### config.mk
export PLATFORM = sky130hd
export DESIGN_NAME = radio_module_serial_frame_parser
export DESIGN_NICKNAME = d
export VERILOG_FILES = /design/src/rtl/rmsfp_pkg.sv /design/src/rtl/radio_module_serial_frame_parser.sv /design/src/rtl/rmsfp_parser.sv /design/src/rtl/rmsfp_res_fifo.sv
export SDC_FILE = /design/constraint.sdc
export NUM_CORES = 1
export LEC_CHECK = 0
export BUFFER_PORTS_ARGS = -buffer_cell sky130_fd_sc_hd__buf_2
export CORE_MARGIN = 2
export CORE_UTILIZATION = 30
export CTS_CLUSTER_SIZE = 30
export DETAILED_ROUTE_END_ITERATION = 10
export REMOVE_ABC_BUFFERS = 1
export SETUP_SLACK_MARGIN = 0.4
export SKIP_CTS_REPAIR_TIMING = 1
export SYNTH_ARGS = -nofsm -noshare
export SYNTH_HDL_FRONTEND = slang
export SYNTH_SLANG_ARGS = --single-unit
### constraint.sdc
create_clock -name i_clk -period 6.88 [get_ports i_clk]
set_clock_uncertainty 0.1 [all_clocks]
set_input_delay 0.344 -clock i_clk [delete_from_list [all_inputs] [get_ports i_clk]]
set_output_delay 0.344 -clock i_clk [all_outputs]
set_load 0.05 [all_outputs]
### src/rtl/rmsfp_pkg.sv
// Shared types, constants and helpers for the serial frame parser.
package rmsfp_pkg;

    // Configuration register indexes
    localparam logic [2:0] CFG_RSSI_APPENDED = 3'd0;
    localparam logic [2:0] CFG_DATA_IND_ID   = 3'd1;
    localparam logic [2:0] CFG_C_MAP_0       = 3'd2;
    localparam logic [2:0] CFG_C_MAP_1       = 3'd3;
    localparam logic [2:0] CFG_C_MAP_2       = 3'd4;
    localparam logic [2:0] CFG_C_MAP_3       = 3'd5;

    localparam logic [7:0] CMD_START_BYTE   = 8'hFF;
    localparam logic [7:0] TEL_MIN_LEN      = 8'd10;
    localparam logic [7:0] DATA_IND_ID_RST  = 8'd131;
    localparam logic [7:0] RSSI_OFFSET      = 8'd74;

    // Result queue sizing
    localparam int QUEUE_DEPTH = 4;
    localparam int PTR_W       = $clog2(QUEUE_DEPTH);
    localparam int CNT_W       = PTR_W + 1;

    typedef struct packed {
        logic              frame_end;
        logic [7:0]        data_byte;
        logic [7:0]        message_id;
        logic signed [8:0] signal_dbm;
        logic              rssi_valid;
        logic              checksum_ok;
    } t_result;

    // Up to two results produced by one request
    typedef struct packed {
        logic [1:0] count;
        t_result    first;
        t_result    second;
    } t_push;

    function automatic t_result mk_result(
        input logic              frame_end,
        input logic [7:0]        data_byte,
        input logic [7:0]        message_id,
        input logic signed [8:0] signal_dbm,
        input logic              rssi_valid,
        input logic              checksum_ok
    );
        t_result res;
        res.frame_end   = frame_end;
        res.data_byte   = data_byte;
        res.message_id  = message_id;
        res.signal_dbm  = signal_dbm;
        res.rssi_valid  = rssi_valid;
        res.checksum_ok = checksum_ok;
        return res;
    endfunction

    // Raw module RSSI byte to dBm: upper half is negative two's complement
    function automatic logic signed [8:0] rssi_to_dbm(input logic [7:0] raw);
        logic [8:0] mag;
        logic [8:0] neg_raw;
        neg_raw = 9'd256 - {1'b0, raw};
        if (raw[7]) begin
            mag = {1'b0, neg_raw[8:1]} + {1'b0, RSSI_OFFSET};
        end else begin
            mag = {1'b0, RSSI_OFFSET} - {2'b00, raw[7:1]};
        end
        return $signed(9'd0 - mag);
    endfunction

endpackage

### src/rtl/radio_module_serial_frame_parser.sv
// Top level of the radio module serial frame parser.
// Takes one received byte per cycle and emits frame items: the length byte and
// payload bytes of each command or telegram frame, then a frame-end item with
// message id, RSSI in dBm and checksum status. A byte is parsed in the cycle it
// is accepted and its results (up to two) are written into a four-entry result
// queue; with the queue empty the first result is visible on the output the
// cycle after acceptance. The output side delivers one item per cycle unless
// stalled. Input stall rises while the queue holds more than two items; with
// the output free the block takes a byte every cycle, except for a stall after
// a byte that yields two results while the queue already holds two (the end of
// a telegram). Configuration writes take effect at the next clock edge.
module radio_module_serial_frame_parser (
    input  logic              i_clk,
    input  logic              i_rst_n,
    input  logic              i_cfg_we,
    input  logic [2:0]        i_cfg_index,
    input  logic [63:0]       i_cfg_data,
    input  logic              i_in_valid,
    output logic              o_in_stall,
    input  logic [7:0]        i_rx_byte,
    output logic              o_out_valid,
    input  logic              i_out_stall,
    output logic              o_frame_end,
    output logic [7:0]        o_data_byte,
    output logic [7:0]        o_message_id,
    output logic signed [8:0] o_signal_dbm,
    output logic              o_rssi_valid,
    output logic              o_checksum_ok
);

    rmsfp_pkg::t_push   push;
    rmsfp_pkg::t_result head;
    logic               accept;

    assign accept = i_in_valid && !o_in_stall;

    rmsfp_parser u_parser (
        .i_clk       (i_clk),
        .i_rst_n     (i_rst_n),
        .i_cfg_we    (i_cfg_we),
        .i_cfg_index (i_cfg_index),
        .i_cfg_data  (i_cfg_data),
        .i_accept    (accept),
        .i_rx_byte   (i_rx_byte),
        .o_push      (push)
    );

    rmsfp_res_fifo u_res_fifo (
        .i_clk       (i_clk),
        .i_rst_n     (i_rst_n),
        .i_push      (push),
        .i_out_stall (i_out_stall),
        .o_out_valid (o_out_valid),
        .o_head      (head),
        .o_near_full (o_in_stall)
    );

    assign o_frame_end   = head.frame_end;
    assign o_data_byte   = head.data_byte;
    assign o_message_id  = head.message_id;
    assign o_signal_dbm  = head.signal_dbm;
    assign o_rssi_valid  = head.rssi_valid;
    assign o_checksum_ok = head.checksum_ok;

endmodule

### src/rtl/rmsfp_parser.sv
// Frame state machine, configuration registers and per-request result generation.
module rmsfp_parser (
    input  logic                 i_clk,
    input  logic                 i_rst_n,
    input  logic                 i_cfg_we,
    input  logic [2:0]           i_cfg_index,
    input  logic [63:0]          i_cfg_data,
    input  logic                 i_accept,
    input  logic [7:0]           i_rx_byte,
    output rmsfp_pkg::t_push     o_push
);

    localparam logic [2:0] PH_BOUNDARY    = 3'd0;
    localparam logic [2:0] PH_TEL_CFIELD  = 3'd1;
    localparam logic [2:0] PH_TEL_BODY    = 3'd2;
    localparam logic [2:0] PH_CMD_ID      = 3'd3;
    localparam logic [2:0] PH_CMD_LEN     = 3'd4;
    localparam logic [2:0] PH_CMD_PAYLOAD = 3'd5;
    localparam logic [2:0] PH_CMD_RSSI    = 3'd6;
    localparam logic [2:0] PH_CMD_CS      = 3'd7;

    logic         r_rssi_appended;
    logic [7:0]   r_data_ind_id;
    logic [255:0] r_c_map;

    logic [2:0] r_phase,     n_phase;
    logic [7:0] r_cand_len,  n_cand_len;
    logic [7:0] r_left,      n_left;
    logic [7:0] r_cur_id,    n_cur_id;
    logic [7:0] r_xor,       n_xor;
    logic       r_rssi_pend, n_rssi_pend;
    logic [7:0] r_rssi_held, n_rssi_held;

    rmsfp_pkg::t_push push;
    logic [7:0]       left_dec;
    logic [7:0]       xor_next;
    logic [2:0]       after_payload;
    logic             c_ok;

    always_ff @(posedge i_clk) begin
        if (!i_rst_n) begin
            r_rssi_appended <= 1'b1;
            r_data_ind_id   <= rmsfp_pkg::DATA_IND_ID_RST;
            r_c_map         <= '0;
        end else if (i_cfg_we) begin
            case (i_cfg_index)
                rmsfp_pkg::CFG_RSSI_APPENDED: r_rssi_appended <= i_cfg_data[0];
                rmsfp_pkg::CFG_DATA_IND_ID:   r_data_ind_id   <= i_cfg_data[7:0];
                rmsfp_pkg::CFG_C_MAP_0:       r_c_map[63:0]    <= i_cfg_data;
                rmsfp_pkg::CFG_C_MAP_1:       r_c_map[127:64]  <= i_cfg_data;
                rmsfp_pkg::CFG_C_MAP_2:       r_c_map[191:128] <= i_cfg_data;
                rmsfp_pkg::CFG_C_MAP_3:       r_c_map[255:192] <= i_cfg_data;
                default: ;
            endcase
        end
    end

    assign left_dec      = r_left - 8'd1;
    assign xor_next      = r_xor ^ i_rx_byte;
    assign after_payload = r_rssi_pend ? PH_CMD_RSSI : PH_CMD_CS;
    assign c_ok          = r_c_map[i_rx_byte];

    always_comb begin
        n_phase     = r_phase;
        n_cand_len  = r_cand_len;
        n_left      = r_left;
        n_cur_id    = r_cur_id;
        n_xor       = r_xor;
        n_rssi_pend = r_rssi_pend;
        n_rssi_held = r_rssi_held;
        push        = '0;

        case (r_phase)
            PH_BOUNDARY: begin
                if (i_rx_byte == rmsfp_pkg::CMD_START_BYTE) begin
                    n_xor   = rmsfp_pkg::CMD_START_BYTE;
                    n_phase = PH_CMD_ID;
                end else begin
                    n_cand_len = i_rx_byte;
                    n_phase    = PH_TEL_CFIELD;
                end
            end
            PH_TEL_CFIELD: begin
                if (r_cand_len >= rmsfp_pkg::TEL_MIN_LEN && c_ok) begin
                    n_cur_id    = 8'd0;
                    push.count  = 2'd2;
                    push.first  = rmsfp_pkg::mk_result(1'b0, r_cand_len, 8'd0, '0, 1'b0, 1'b0);
                    push.second = rmsfp_pkg::mk_result(1'b0, i_rx_byte, 8'd0, '0, 1'b0, 1'b0);
                    n_left      = r_cand_len - 8'd1;
                    n_phase     = PH_TEL_BODY;
                end else begin
                    // restart the hunt at the newer byte
                    n_cand_len = i_rx_byte;
                end
            end
            PH_TEL_BODY: begin
                push.count = 2'd1;
                push.first = rmsfp_pkg::mk_result(1'b0, i_rx_byte, 8'd0, '0, 1'b0, 1'b0);
                n_left     = left_dec;
                if (left_dec == 8'd0) begin
                    push.count = 2'd2;
                    if (r_rssi_appended) begin
                        push.second = rmsfp_pkg::mk_result(1'b1, 8'd0, 8'd0,
                            rmsfp_pkg::rssi_to_dbm(i_rx_byte), 1'b1, 1'b1);
                    end else begin
                        push.second = rmsfp_pkg::mk_result(1'b1, 8'd0, 8'd0, '0, 1'b0, 1'b1);
                    end
                    n_phase = PH_BOUNDARY;
                end
            end
            PH_CMD_ID: begin
                n_cur_id    = i_rx_byte;
                n_xor       = xor_next;
                n_rssi_pend = r_rssi_appended && (i_rx_byte == r_data_ind_id);
                n_phase     = PH_CMD_LEN;
            end
            PH_CMD_LEN: begin
                n_xor  = xor_next;
                n_left = i_rx_byte;
                if (i_rx_byte != 8'd0) begin
                    push.count = 2'd1;
                    push.first = rmsfp_pkg::mk_result(1'b0, i_rx_byte, r_cur_id, '0, 1'b0, 1'b0);
                    n_phase    = PH_CMD_PAYLOAD;
                end else begin
                    n_phase = after_payload;
                end
            end
            PH_CMD_PAYLOAD: begin
                n_xor      = xor_next;
                push.count = 2'd1;
                push.first = rmsfp_pkg::mk_result(1'b0, i_rx_byte, r_cur_id, '0, 1'b0, 1'b0);
                n_left     = left_dec;
                if (left_dec == 8'd0) begin
                    n_phase = after_payload;
                end
            end
            PH_CMD_RSSI: begin
                n_xor       = xor_next;
                n_rssi_held = i_rx_byte;
                n_phase     = PH_CMD_CS;
            end
            default: begin
                push.count = 2'd1;
                if (r_rssi_pend) begin
                    push.first = rmsfp_pkg::mk_result(1'b1, 8'd0, r_cur_id,
                        rmsfp_pkg::rssi_to_dbm(r_rssi_held), 1'b1, i_rx_byte == r_xor);
                end else begin
                    push.first = rmsfp_pkg::mk_result(1'b1, 8'd0, r_cur_id, '0, 1'b0,
                        i_rx_byte == r_xor);
                end
                n_phase = PH_BOUNDARY;
            end
        endcase
    end

    always_comb begin
        o_push = push;
        if (!i_accept) begin
            o_push.count = 2'd0;
        end
    end

    always_ff @(posedge i_clk) begin
        if (!i_rst_n) begin
            r_phase     <= PH_BOUNDARY;
            r_cand_len  <= '0;
            r_left      <= '0;
            r_cur_id    <= '0;
            r_xor       <= '0;
            r_rssi_pend <= 1'b0;
            r_rssi_held <= '0;
        end else if (i_accept) begin
            r_phase     <= n_phase;
            r_cand_len  <= n_cand_len;
            r_left      <= n_left;
            r_cur_id    <= n_cur_id;
            r_xor       <= n_xor;
            r_rssi_pend <= n_rssi_pend;
            r_rssi_held <= n_rssi_held;
        end
    end

endmodule

### src/rtl/rmsfp_res_fifo.sv
// Small result queue: up to two in a cycle, one out unless stalled.
module rmsfp_res_fifo (
    input  logic                 i_clk,
    input  logic                 i_rst_n,
    input  rmsfp_pkg::t_push     i_push,
    input  logic                 i_out_stall,
    output logic                 o_out_valid,
    output rmsfp_pkg::t_result   o_head,
    output logic                 o_near_full
);

    rmsfp_pkg::t_result r_mem [rmsfp_pkg::QUEUE_DEPTH];

    logic [rmsfp_pkg::PTR_W-1:0] r_wr_ptr, n_wr_ptr;
    logic [rmsfp_pkg::PTR_W-1:0] r_rd_ptr, n_rd_ptr;
    logic [rmsfp_pkg::CNT_W-1:0] r_count,  n_count;
    logic [rmsfp_pkg::PTR_W-1:0] wr_ptr_next;
    logic                        pop;

    assign pop         = o_out_valid && !i_out_stall;
    assign o_out_valid = r_count != '0;
    assign o_head      = r_mem[r_rd_ptr];
    // hold the input while fewer than two slots are free
    assign o_near_full = r_count > rmsfp_pkg::CNT_W'(rmsfp_pkg::QUEUE_DEPTH - 2);
    assign wr_ptr_next = r_wr_ptr + rmsfp_pkg::PTR_W'(1);

    always_comb begin
        n_wr_ptr = r_wr_ptr + rmsfp_pkg::PTR_W'(i_push.count);
        n_rd_ptr = pop ? r_rd_ptr + rmsfp_pkg::PTR_W'(1) : r_rd_ptr;
        n_count  = r_count + rmsfp_pkg::CNT_W'(i_push.count)
                   - rmsfp_pkg::CNT_W'(pop);
    end

    always_ff @(posedge i_clk) begin
        if (i_push.count != 2'd0) begin
            r_mem[r_wr_ptr] <= i_push.first;
        end
        if (i_push.count == 2'd2) begin
            r_mem[wr_ptr_next] <= i_push.second;
        end
    end

    always_ff @(posedge i_clk) begin
        if (!i_rst_n) begin
            r_wr_ptr <= '0;
            r_rd_ptr <= '0;
            r_count  <= '0;
        end else begin
            r_wr_ptr <= n_wr_ptr;
            r_rd_ptr <= n_rd_ptr;
            r_count  <= n_count;
        end
    end

endmodule

==> impl_metrics.csv, run 1 <==
group,metric,value,unit
critical_path,criticalPathCategory,"input pin to flip-flop",
sta,setup_slack,2.03,ns
grt,grt_max_degree,112,
synth,yosys_register_bits,430,
min_path,hp-class,"input pin to flip-flop",
clock_tree,clockRootBuffer,"sky130_fd_sc_hd__clkbuf_16",
floorplan,top_level_ports,110,
power,p_comb_share,20.5,%
floorplan,dieArea,72500,sq um
floorplan,dieHeight,269,um
sta,max_clock_freq,206,MHz
synth,synth_top_cells_by_area,"sky130_fd_sc_hd__dfxtp_1 (33%), sky130_fd_sc_hd__nand2_1 (12%), sky130_fd_sc_hd__edfxtp_1 (11%), sky130_fd_sc_hd__a21oi_1 (7.4%), sky130_fd_sc_hd__mux2i_1 (5.3%)",
synth,syn_avg_cell_area,8.69,sq um
clock_tree,worst_skew_pair.late_latency,0.59,ns
synth,post-synth-top-area-cell,"sky130_fd_sc_hd__dfxtp_1",
critical_path,cp_data_required_time,7.02,ns
status,violated_checks,"negative hold slack",
clock_tree,cts.sink_count,430,
sta,setup_viol,0,
sta,report.final.slew_viol_count,0,
final_layout,filler_cell_count,7304,
synth,synth-main-ff-cell,"sky130_fd_sc_hd__dfxtp_1",
clock_tree,cts_tree,"yes",
place,pre_cts_slack,1.51,ns
synth,ys_async_sr_fraction,0,%
power,power.density,275,nW/um^2
synth,syn-instance-count,2430,
place,detailedPlacementHpwl,42500,um
floorplan,initial_utilization,30.2,%
synth,yosysUniqueCellTypes,91,
critical_path,timing.critical_path.to_type,"flip-flop",
route,wl_per_cell,18.9,um
power,worst_ir_drop_vdd,207,uV
power,power.sequential.fraction,42.5,%
route,met3_length,4340,um
route,detail_route.wirelength.met1,29600,um
route,drt_wl_total,65300,um
route,top_signal_layer_used,"met5",
critical_path,critical_path_arrival,4.98,ns
sta,layout_worst_path_cycle_share,70.4,%
sta,whs,-0.0165,ns
grt,number_of_antenna_violations_at_the_first_check_in_global_routing,3,
route,drt_pass1_iterations,5,
sta,finalCriticalPeriod,4.85,ns
synth,post_synth_most_frequent_cells,"sky130_fd_sc_hd__nand2_1 (658), sky130_fd_sc_hd__dfxtp_1 (350), sky130_fd_sc_hd__a21oi_1 (314)",
synth,post_synth_instance_area,21100,sq um
final_layout,final_nets,2586,
place,last_weighted_congestion_value_of_the_routability_driven_placer,0.845,
power,net-switching-power,2.12,mW
final_layout,fin_cells,3461,
sta,report.final.hold_viol_count,4,
clock_tree,max-clock-path-buffers,3,
power,internal_power,4.56,mW
critical_path,crit_path_max_fanout,25,
final_layout,final_core_utilization,34.8,%
route,drtIter0Drc,1662,
power,power.clock.fraction,37.0,%
place,post-place-cells,3317,
synth,yosys.area.top_type_share,33.2,%
power,cellLeakagePower,8.84,nW
final_layout,syn2layout_area_growth,15.2,%
grt,grt_usage,17.2,%
synth,synth_sequential_area_ratio,44.6,%
route,drtAntennaViolNets,0,
status,outcome,"finished with violations",
critical_path,worstSetupStartpointType,"input pin",
sta,timing.max_slew.rel_slack,28.1,%
floorplan,die_w,269,um
sta,unrepaired_setup_endpoints_after_global_routing,"no",
floorplan,floorplan.core_area,69900,sq um
place,placement.io_buffers,109,
route,drc_errors,0,
run,count_of_max_cap_constraint_violations,0,
synth,yosys_warnings,0,
grt,global_route_wire_length_before_repair,99800,um
synth,synth-edff-count,80,
route,total_length_of_routed_met2_wires,29800,um
sta,worstMarginPinSlew,1.08,ns
synth,library_cell_with_the_highest_instance_count_after_synthesis,"sky130_fd_sc_hd__nand2_1",
clock_tree,clock_tree.htree_level_count,2,
route,total_vias_in_the_final_route,17900,
final_layout,layout-drive-gt1-share,12.2,%
floorplan,std_cell_rows,97,
grt,overflow,0,
power,sw_frac_of_total,31.7,%
sta,setup-tns-final,0,ns
grt,first_global_vias,16400,
final_layout,antenna-diode-count,0,
clock_tree,num_cts_buffers,45,
route,via_per_inst,5.17,
clock_tree,worst_setup_hold_path_clk_slew,0.06,ns
layout make-up:
class | instances | area, sq um | area share [%]
Tap cell | 940 | 1180 | 4.84
Timing Repair Buffer | 190 | 1330 | 5.46
Multi-Input combinational cell | 1748 | 10600 | 43.8
Inverter | 71 | 274 | 1.13
Sequential cell | 430 | 9410 | 38.7
Clock buffer | 57 | 1220 | 5.02
Clock inverter | 25 | 259 | 1.07
per-layer routing:
| layer | vias to the layer above | GRT usage [%] |
|---|---|---|
| met5 | - | 0 |
| met4 | 6 | 4.71 |
| met3 | 101 | 3.30 |
| met2 | 578 | 27.1 |
| met1 | 8569 | 24.0 |
| li1 | 8624 | - |
power by group through the flow:
stage | sequential (mW) | clock, mW | combinational (mW)
after floorplan | 2.84 | 0 | 0.970
after global placement | 2.89 | 0 | 1.34
after detailed placement | 2.90 | 0 | 1.34
after CTS | 2.84 | 2.51 | 1.35
after global routing | 2.86 | 2.62 | 1.48
final | 2.84 | 2.47 | 1.37
through the flow:
| step | cell area [sq um] | power (mW) |
|---|---|---|
| after global placement | 22200 | 4.23 |
| after CTS | 23700 | 6.70 |
| after global routing | 24300 | 6.96 |
| after detailed placement | 22200 | 4.24 |
| after floorplan | 20300 | 3.81 |
| final | 24300 | 6.68 |
cell families (layout without fill, tap and decap cells):
| group | count (synthesis) | after routing | synth area share [%] |
|---|---|---|---|
| flops | 430 | 430 | 44.6 |
| buf+inv | 252 | 343 | 5.16 |
| compound gates | 598 | 598 | 18.1 |
| xor+xnor | 55 | 55 | 2.28 |
| simple gates | 912 | 912 | 18.1 |
| fa+ha+maj | 20 | 20 | 1.22 |
| mux | 163 | 163 | 10.6 |
worst paths after layout:
check	slack [ns]	to	start	cells after the start
worst max-delay path	2.03	u_res_fifo.r_mem[3][23]	i_rx_byte[0]	10
worst min-delay path	-0.02	u_parser.r_c_map[128]	i_cfg_data[0]	3
worst min register to register	0.35	u_parser.r_c_map[28]	u_parser.r_c_map[28]	2
worst max register to register	2.22	u_res_fifo.r_mem[0][24]	u_parser.r_cand_len[0]	9
layout by cell type (no fill, tap or decap), types with 39 or more instances in the layout:
master and instances:
sky130_fd_sc_hd__edfxtp_1 80, sky130_fd_sc_hd__mux4_2 48, sky130_fd_sc_hd__inv_1 67, sky130_fd_sc_hd__mux2i_1 112, sky130_fd_sc_hd__a22oi_1 39, sky130_fd_sc_hd__o21ai_0 43
sky130_fd_sc_hd__dlygate4sd3_1 62, sky130_fd_sc_hd__nor2_1 89, sky130_fd_sc_hd__dfxtp_1 348, sky130_fd_sc_hd__a21oi_1 314, sky130_fd_sc_hd__nand2_1 658, sky130_fd_sc_hd__clkbuf_16 45
sky130_fd_sc_hd__buf_2 108
registers in the layout, summed over array words and instances, names as in the netlist, named ones only:
name	cells
u_parser.r_rssi_appended	1
u_res_fifo.r_rd_ptr	2
u_parser.r_c_map	256
u_parser.r_cand_len	8
u_parser.r_data_ind_id	8
u_parser.r_cur_id	8
u_res_fifo.r_mem	112
u_res_fifo.r_count	3
u_parser.r_rssi_pend	1
u_parser.r_rssi_held	8
u_parser.r_left	8
u_parser.r_phase	3
u_parser.r_xor	8
u_res_fifo.r_wr_ptr	2
critical path: stages:
cell and delay [ns]:
sky130_fd_sc_hd__buf_2 0.60, sky130_fd_sc_hd__nor2b_2 0.96, sky130_fd_sc_hd__a22oi_1 0.24, sky130_fd_sc_hd__nand3_1 0.16, sky130_fd_sc_hd__a41oi_1 0.11, sky130_fd_sc_hd__a31oi_1 0.60, sky130_fd_sc_hd__a21oi_2 0.19, sky130_fd_sc_hd__o21ai_4 0.76
sky130_fd_sc_hd__a211oi_2 0.35, sky130_fd_sc_hd__or2_2 0.62
No activity file was read; power rests on OpenSTA's default activity.
==> inputs of run 2 (changes only) <==
clock period = 4.8 ns   (was 6.88 ns; I/O delays follow)
==> run 2 against run 1 <==
  * The flow still finishes with violations (negative hold slack)
  * Global-route usage rose by 0.23 points
  * Flip-flop and latch count did not move
  * Register-to-register slack got worse by 1.2 ns
  * Clock power rose by 43%
  * First-iteration DRC count rose by 15%
  * Highest routed layer unchanged
==> impl_metrics.csv, run 2 (same netlist as run 1, synthesis figures left out) <==
group,metric,value,unit
clock_tree,max-clock-path-buffers,3,
final_layout,most-common-layout-cells,"sky130_fd_sc_hd__nand2_1 (658), sky130_fd_sc_hd__dfxtp_1 (348), sky130_fd_sc_hd__a21oi_1 (314)",
clock_tree,cts.sink_count,430,
critical_path,critical_path_arrival,3.98,ns
grt,overflow,0,
floorplan,top_level_ports,110,
power,cellLeakagePower,9.00,nW
floorplan,dieArea,72500,sq um
place,placement.io_buffers,109,
run,count_of_max_cap_constraint_violations,0,
final_layout,filler_cell_count,7257,
critical_path,timing.critical_path.to_type,"flip-flop",
sta,layout_worst_path_cycle_share,78.4,%
grt,global_route_wire_length_before_repair,101000,um
status,violated_checks,"negative hold slack",
floorplan,die_w,269,um
critical_path,cp_data_required_time,5.02,ns
critical_path,criticalPathCategory,"flip-flop to flip-flop",
place,last_weighted_congestion_value_of_the_routability_driven_placer,0.841,
final_layout,layout.cell_area.non_filler,24600,sq um
final_layout,layout-drive-gt1-share,12.7,%
clock_tree,cts_tree,"yes",
floorplan,dieHeight,269,um
sta,unrepaired_setup_endpoints_after_global_routing,"no",
final_layout,top_register,"u_parser.r_c_map",
final_layout,reg.largest.list,"u_parser.r_c_map: 256 flops, u_res_fifo.r_mem: 112 flops",
final_layout,largest_register_ffs,256,
critical_path,crit_chain,"mux4_2 -> mux4_2 -> nor2_1 -> nor4b_2 -> o311ai_4 -> nor2_2 -> o21ai_4 -> buf_4 -> a21oi_4 -> or2_1 -> buf_12",
final_layout,final-seq-area,9410,sq um
sta,report.final.hold_viol_count,2,
place,detailedPlacementHpwl,43500,um
power,power.density,389,nW/um^2
min_path,hp-class,"input pin to flip-flop",
sta,worstMarginPinSlew,1.04,ns
clock_tree,worst_skew_pair.late_latency,0.59,ns
clock_tree,clock_tree.htree_level_count,2,
final_layout,syn2layout_area_growth,16.6,%
power,worst_ir_drop_vdd,290,uV
grt,first_global_vias,16800,
place,dpl-instance-area,22500,sq um
route,drtAntennaViolNets,0,
critical_path,cpMaxStageDelayCell,"sky130_fd_sc_hd__mux4_2",
final_layout,final_nets,2618,
sta,setup_viol,0,
route,total_vias_in_the_final_route,18100,
status,outcome,"finished with violations",
route,drt_wl_total,65200,um
route,via_per_inst,5.18,
grt,number_of_antenna_violations_at_the_first_check_in_global_routing,7,
final_layout,multi_input_comb_area,10600,sq um
floorplan,initial_utilization,30.2,%
critical_path,worst-path-buf-inv,2,
grt,grt_max_degree,147,
sta,setup_slack,1.04,ns
critical_path,worstSetupStartpointType,"flip-flop",
critical_path,crit_path_max_fanout,20,
route,drc_errors,0,
critical_path,path_common_cell,"sky130_fd_sc_hd__mux4_2",
sta,finalCriticalPeriod,3.76,ns
critical_path,critical-path-top-delay-family,"multiplexers",
place,pre_cts_slack,0.526,ns
floorplan,floorplan.core_area,69900,sq um
clock_tree,worst_setup_hold_path_clk_slew,0.06,ns
clock_tree,clockRootBuffer,"sky130_fd_sc_hd__clkbuf_16",
floorplan,std_cell_rows,97,
grt,grt_usage,17.4,%
sta,timing.max_slew.rel_slack,30.5,%
sta,whs,-0.0176,ns
route,drt_pass1_iterations,5,
sta,report.final.slew_viol_count,0,
critical_path,delay_of_the_slowest_critical_path_stage,0.47,ns
route,wl_per_cell,18.7,um
final_layout,layout_commonest_cell,"sky130_fd_sc_hd__nand2_1",
clock_tree,num_cts_buffers,46,
route,drtIter0Drc,1905,
sta,max_clock_freq,266,MHz
[run 2: cell count changes in the layout (fill, tap and decap cells not counted), moves of 2 or more]
cell | before | now
sky130_fd_sc_hd__dlygate4sd3_1 | 62 | 67
sky130_fd_sc_hd__clkbuf_1 | 7 | 16
sky130_fd_sc_hd__clkinv_2 | 12 | 6
sky130_fd_sc_hd__buf_4 | 18 | 39
sky130_fd_sc_hd__buf_12 | 1 | 6
sky130_fd_sc_hd__diode_2 | 0 | 3
sky130_fd_sc_hd__clkinvlp_4 | 6 | 3
sky130_fd_sc_hd__clkbuf_16 | 45 | 47
[run 2: power breakdown]
part           internal, mW  switching (mW)
registers              3.85           0.146
logic                 0.731            1.33
clock network          2.01            1.53
[run 2: worst register-to-register path: stages (launching register included)]
cell and delay, ns:
sky130_fd_sc_hd__dfxtp_1 0.33, sky130_fd_sc_hd__mux4_2 0.47, sky130_fd_sc_hd__mux4_2 0.46, sky130_fd_sc_hd__nor2_1 0.18, sky130_fd_sc_hd__nor4b_2 0.11, sky130_fd_sc_hd__o311ai_4 0.36
sky130_fd_sc_hd__nor2_2 0.10, sky130_fd_sc_hd__o21ai_4 0.31, sky130_fd_sc_hd__buf_4 0.34, sky130_fd_sc_hd__a21oi_4 0.16, sky130_fd_sc_hd__or2_1 0.36, sky130_fd_sc_hd__buf_12 0.21
[run 2: cell type report]
cell class | instances | area share (%)
clock buffers | 69 | 5.33
diodes | 3 | 0.0305
multi-input cells | 1748 | 43.2
flip-flops and latches | 430 | 38.2
repair buffers | 221 | 6.64
inverters | 71 | 1.11
well taps | 940 | 4.78
clock inverters | 14 | 0.630
[run 2: routing by layer]
layer	up-vias	share of wire, %	global-route usage [%]
met5	-	0.063	0
li1	8722	-	-
met2	578	46	27.4
met4	6	1.9	4.08
met3	85	6.3	3.16
met1	8721	46	24.8
[run 2: final timing paths]
| kind | endpoint | startpoint | cells after the start | slack, ns |
|---|---|---|---|---|
| worst max-delay path | u_res_fifo.r_mem[0][19] | u_parser.r_c_map[127] | 11 | 1.04 |
| worst min-delay path | u_res_fifo.r_rd_ptr[0] | i_out_stall | 4 | -0.02 |
| worst max register to register | u_res_fifo.r_mem[0][19] | u_parser.r_c_map[127] | 11 | 1.04 |
| worst min register to register | u_parser.r_c_map[8] | u_parser.r_c_map[8] | 2 | 0.35 |
[run 2: through the flow]
| step | TNS [ns] | total power [mW] | hold WS [ns] | util, % | cells |
|---|---|---|---|---|---|
| finish | 0 | 9.59 | -0.0176 | 35.2 | 3496 |
| global route | 0 | 9.97 | 0.0197 | 35.2 | 3494 |
| CTS | 0 | 9.60 | -0.207 | 34.2 | 3426 |
| detailed placement | 0 | 6.09 | 0.343 | 32.1 | 3343 |
| global placement | 0 | 6.08 | 0.341 | 32.1 | 3343 |
| floorplan | -87.38 | 5.46 | 0.212 | - | 2249 |
==> inputs of run 3 (changes only) <==
clock period = 3.4 ns   (was 4.8 ns; I/O delays follow)
==> run 3 against run 2 <==
  * The run still ends with negative hold slack left
  * Final cell count is 3.2% higher
  * Combinational power is 53% higher
  * Register-to-register slack worse by 0.87 ns
  * Clock power is 49% higher
  * Design area is 5.1% higher
  * Largest cell class unchanged
  * Hold slack better by 0.013 ns
  * Global-route usage is 0.31 points higher
  * Die area stayed put
  * Setup slack worse by 0.87 ns
  * Core utilization is 1.8 points higher
  * Sequential power is 40% higher
  * Power is 46% higher
==> impl_metrics.csv, run 3 (same netlist as run 1, synthesis figures left out) <==
group,metric,value,unit
status,outcome,"finished with violations",
status,violated_checks,"negative hold slack",
final_layout,fin_cells,3608,
critical_path,critical_path_arrival,3.60,ns
critical_path,crit_chain,"mux4_2 -> mux4_2 -> nor2_2 -> nor4b_2 -> o311ai_4 -> nor2_2 -> o21ai_4 -> a21oi_2 -> inv_1 -> ha_1 -> inv_2 -> fa_2 -> and2_1",
min_path,hp-class,"input pin to flip-flop",
critical_path,critical-path-top-delay-family,"multiplexers",
critical_path,cpMaxStageDelayCell,"sky130_fd_sc_hd__mux4_2",
route,drc_errors,0,
floorplan,dieHeight,269,um
run,count_of_max_cap_constraint_violations,0,
grt,grt_usage,17.7,%
critical_path,worstSetupStartpointType,"flip-flop",
sta,max_clock_freq,309,MHz
sta,whs,-0.00435,ns
route,drt_wl_total,67000,um
clock_tree,worst_setup_hold_path_clk_slew,0.06,ns
clock_tree,cts.sink_count,430,
final_layout,final_core_utilization,37.0,%
sta,worstMarginPinSlew,0.854,ns
final_layout,final_nets,2734,
final_layout,layout.cell_area.non_filler,25900,sq um
power,power.density,542,nW/um^2
place,last_weighted_congestion_value_of_the_routability_driven_placer,0.876,
critical_path,timing.critical_path.to_type,"flip-flop",
place,post-place-cells,3453,
floorplan,die_w,269,um
sta,unrepaired_setup_endpoints_after_global_routing,"yes",
grt,grt_max_degree,159,
sta,setup_viol,0,
sta,finalCriticalPeriod,3.23,ns
route,drt_pass1_iterations,5,
final_layout,layout-drive-gt1-share,17.8,%
route,total_vias_in_the_final_route,18500,
final_layout,filler_cell_count,7174,
floorplan,floorplan.core_area,69900,sq um
critical_path,worst-path-buf-inv,2,
floorplan,initial_utilization,30.2,%
grt,global_route_wire_length_before_repair,103000,um
place,detailedPlacementHpwl,45500,um
route,drtAntennaViolNets,0,
clock_tree,clockRootBuffer,"sky130_fd_sc_hd__clkbuf_16",
critical_path,criticalPathCategory,"flip-flop to flip-flop",
final_layout,final-seq-area,9420,sq um
sta,report.final.hold_viol_count,1,
route,via_per_inst,5.13,
floorplan,dieArea,72500,sq um
floorplan,top_level_ports,110,
grt,number_of_antenna_violations_at_the_first_check_in_global_routing,6,
power,cellLeakagePower,9.70,nW
place,placement.io_buffers,109,
grt,overflow,0,
final_layout,layout_commonest_cell,"sky130_fd_sc_hd__nand2_1",
clock_tree,worst_skew_pair.late_latency,0.61,ns
route,wl_per_cell,18.6,um
sta,layout_worst_path_cycle_share,95.0,%
final_layout,top_register,"u_parser.r_c_map",
power,worst_ir_drop_vdd,443,uV
critical_path,crit_path_max_fanout,2,
clock_tree,num_cts_buffers,46,
sta,report.final.slew_viol_count,0,
final_layout,multi_input_comb_area,10800,sq um
sta,setup-tns-final,0,ns
critical_path,cp_data_required_time,3.77,ns
floorplan,std_cell_rows,97,
critical_path,delay_of_the_slowest_critical_path_stage,0.49,ns
final_layout,syn2layout_area_growth,22.5,%
final_layout,most-common-layout-cells,"sky130_fd_sc_hd__nand2_1 (657), sky130_fd_sc_hd__dfxtp_1 (344), sky130_fd_sc_hd__a21oi_1 (313)",
clock_tree,cts_tree,"yes",
final_layout,largest_register_ffs,256,
place,dpl-instance-area,23400,sq um
sta,timing.max_slew.rel_slack,43.1,%
route,drtIter0Drc,1534,
final_layout,reg.largest.list,"u_parser.r_c_map: 256 flops, u_res_fifo.r_mem: 112 flops",
clock_tree,max-clock-path-buffers,3,
clock_tree,clock_tree.htree_level_count,2,
grt,first_global_vias,17300,
-- run 3: cell types whose count changed in the layout (fill, tap and decap cells not counted), moves of 3 or more --
| cell | delta |
|---|---|
| sky130_fd_sc_hd__buf_4 | +102 |
| sky130_fd_sc_hd__dfxtp_1 | -4 |
| sky130_fd_sc_hd__dfxtp_2 | +3 |
| sky130_fd_sc_hd__buf_6 | +3 |
| sky130_fd_sc_hd__clkinvlp_4 | -3 |
| sky130_fd_sc_hd__clkbuf_1 | -12 |
| sky130_fd_sc_hd__nor2_2 | +3 |
| sky130_fd_sc_hd__buf_12 | +9 |
| sky130_fd_sc_hd__nor2_1 | -4 |
| sky130_fd_sc_hd__clkinv_1 | +3 |
| sky130_fd_sc_hd__clkbuf_8 | +5 |
-- run 3: area by class of cell --
type	instances	share of cell area, %
clock inverters	19	0.919
repair buffers	337	10.2
diodes	1	0.00967
well taps	940	4.55
multi-input cells	1748	41.7
flip-flops and latches	430	36.4
clock buffers	62	5.16
inverters	71	1.06
-- run 3: final timing paths --
kind / slack [ns] / start / end / cells after the start
min: -0.004 / i_cfg_index[1] / u_parser.r_rssi_appended / 4
max: 0.17 / u_parser.r_c_map[94] / u_res_fifo.r_count[1] / 13
max reg2reg: 0.17 / u_parser.r_c_map[94] / u_res_fifo.r_count[1] / 13
min reg2reg: 0.35 / u_parser.r_c_map[102] / u_parser.r_c_map[102] / 2
-- run 3: power by group --
part           switching [mW]  internal [mW]  leakage, nW
combinational            1.97           1.18         5.25
sequential              0.178           5.44         3.66
clock                    2.18           3.07        0.780
-- run 3: metrics by stage --
step	setup slack, ns	total power [mW]
floorplan	-2.38	7.71
global placement	-0.0914	8.77
detailed placement	-0.151	8.79
CTS	0.151	14.0
global route	0.0625	14.6
finish	0.169	14.0
-- run 3: worst reg2reg max path, stage by stage (launching register included) --
cell and delay, ns:
sky130_fd_sc_hd__dfxtp_1 0.31, sky130_fd_sc_hd__mux4_2 0.47, sky130_fd_sc_hd__mux4_2 0.49, sky130_fd_sc_hd__nor2_2 0.10
sky130_fd_sc_hd__nor4b_2 0.07, sky130_fd_sc_hd__o311ai_4 0.28, sky130_fd_sc_hd__nor2_2 0.09, sky130_fd_sc_hd__o21ai_4 0.17
sky130_fd_sc_hd__a21oi_2 0.09, sky130_fd_sc_hd__inv_1 0.06, sky130_fd_sc_hd__ha_1 0.22, sky130_fd_sc_hd__inv_2 0.07
sky130_fd_sc_hd__fa_2 0.41, sky130_fd_sc_hd__and2_1 0.16
-- run 3: layer usage --
layer | up-vias | global-route usage, % | share of wire [%]
li1 | 8945 | - | -
met1 | 8864 | 24.4 | 45
met2 | 580 | 28.1 | 46
met3 | 112 | 3.75 | 7.0
met4 | 8 | 4.96 | 2.5
met5 | - | 0 | 0.064
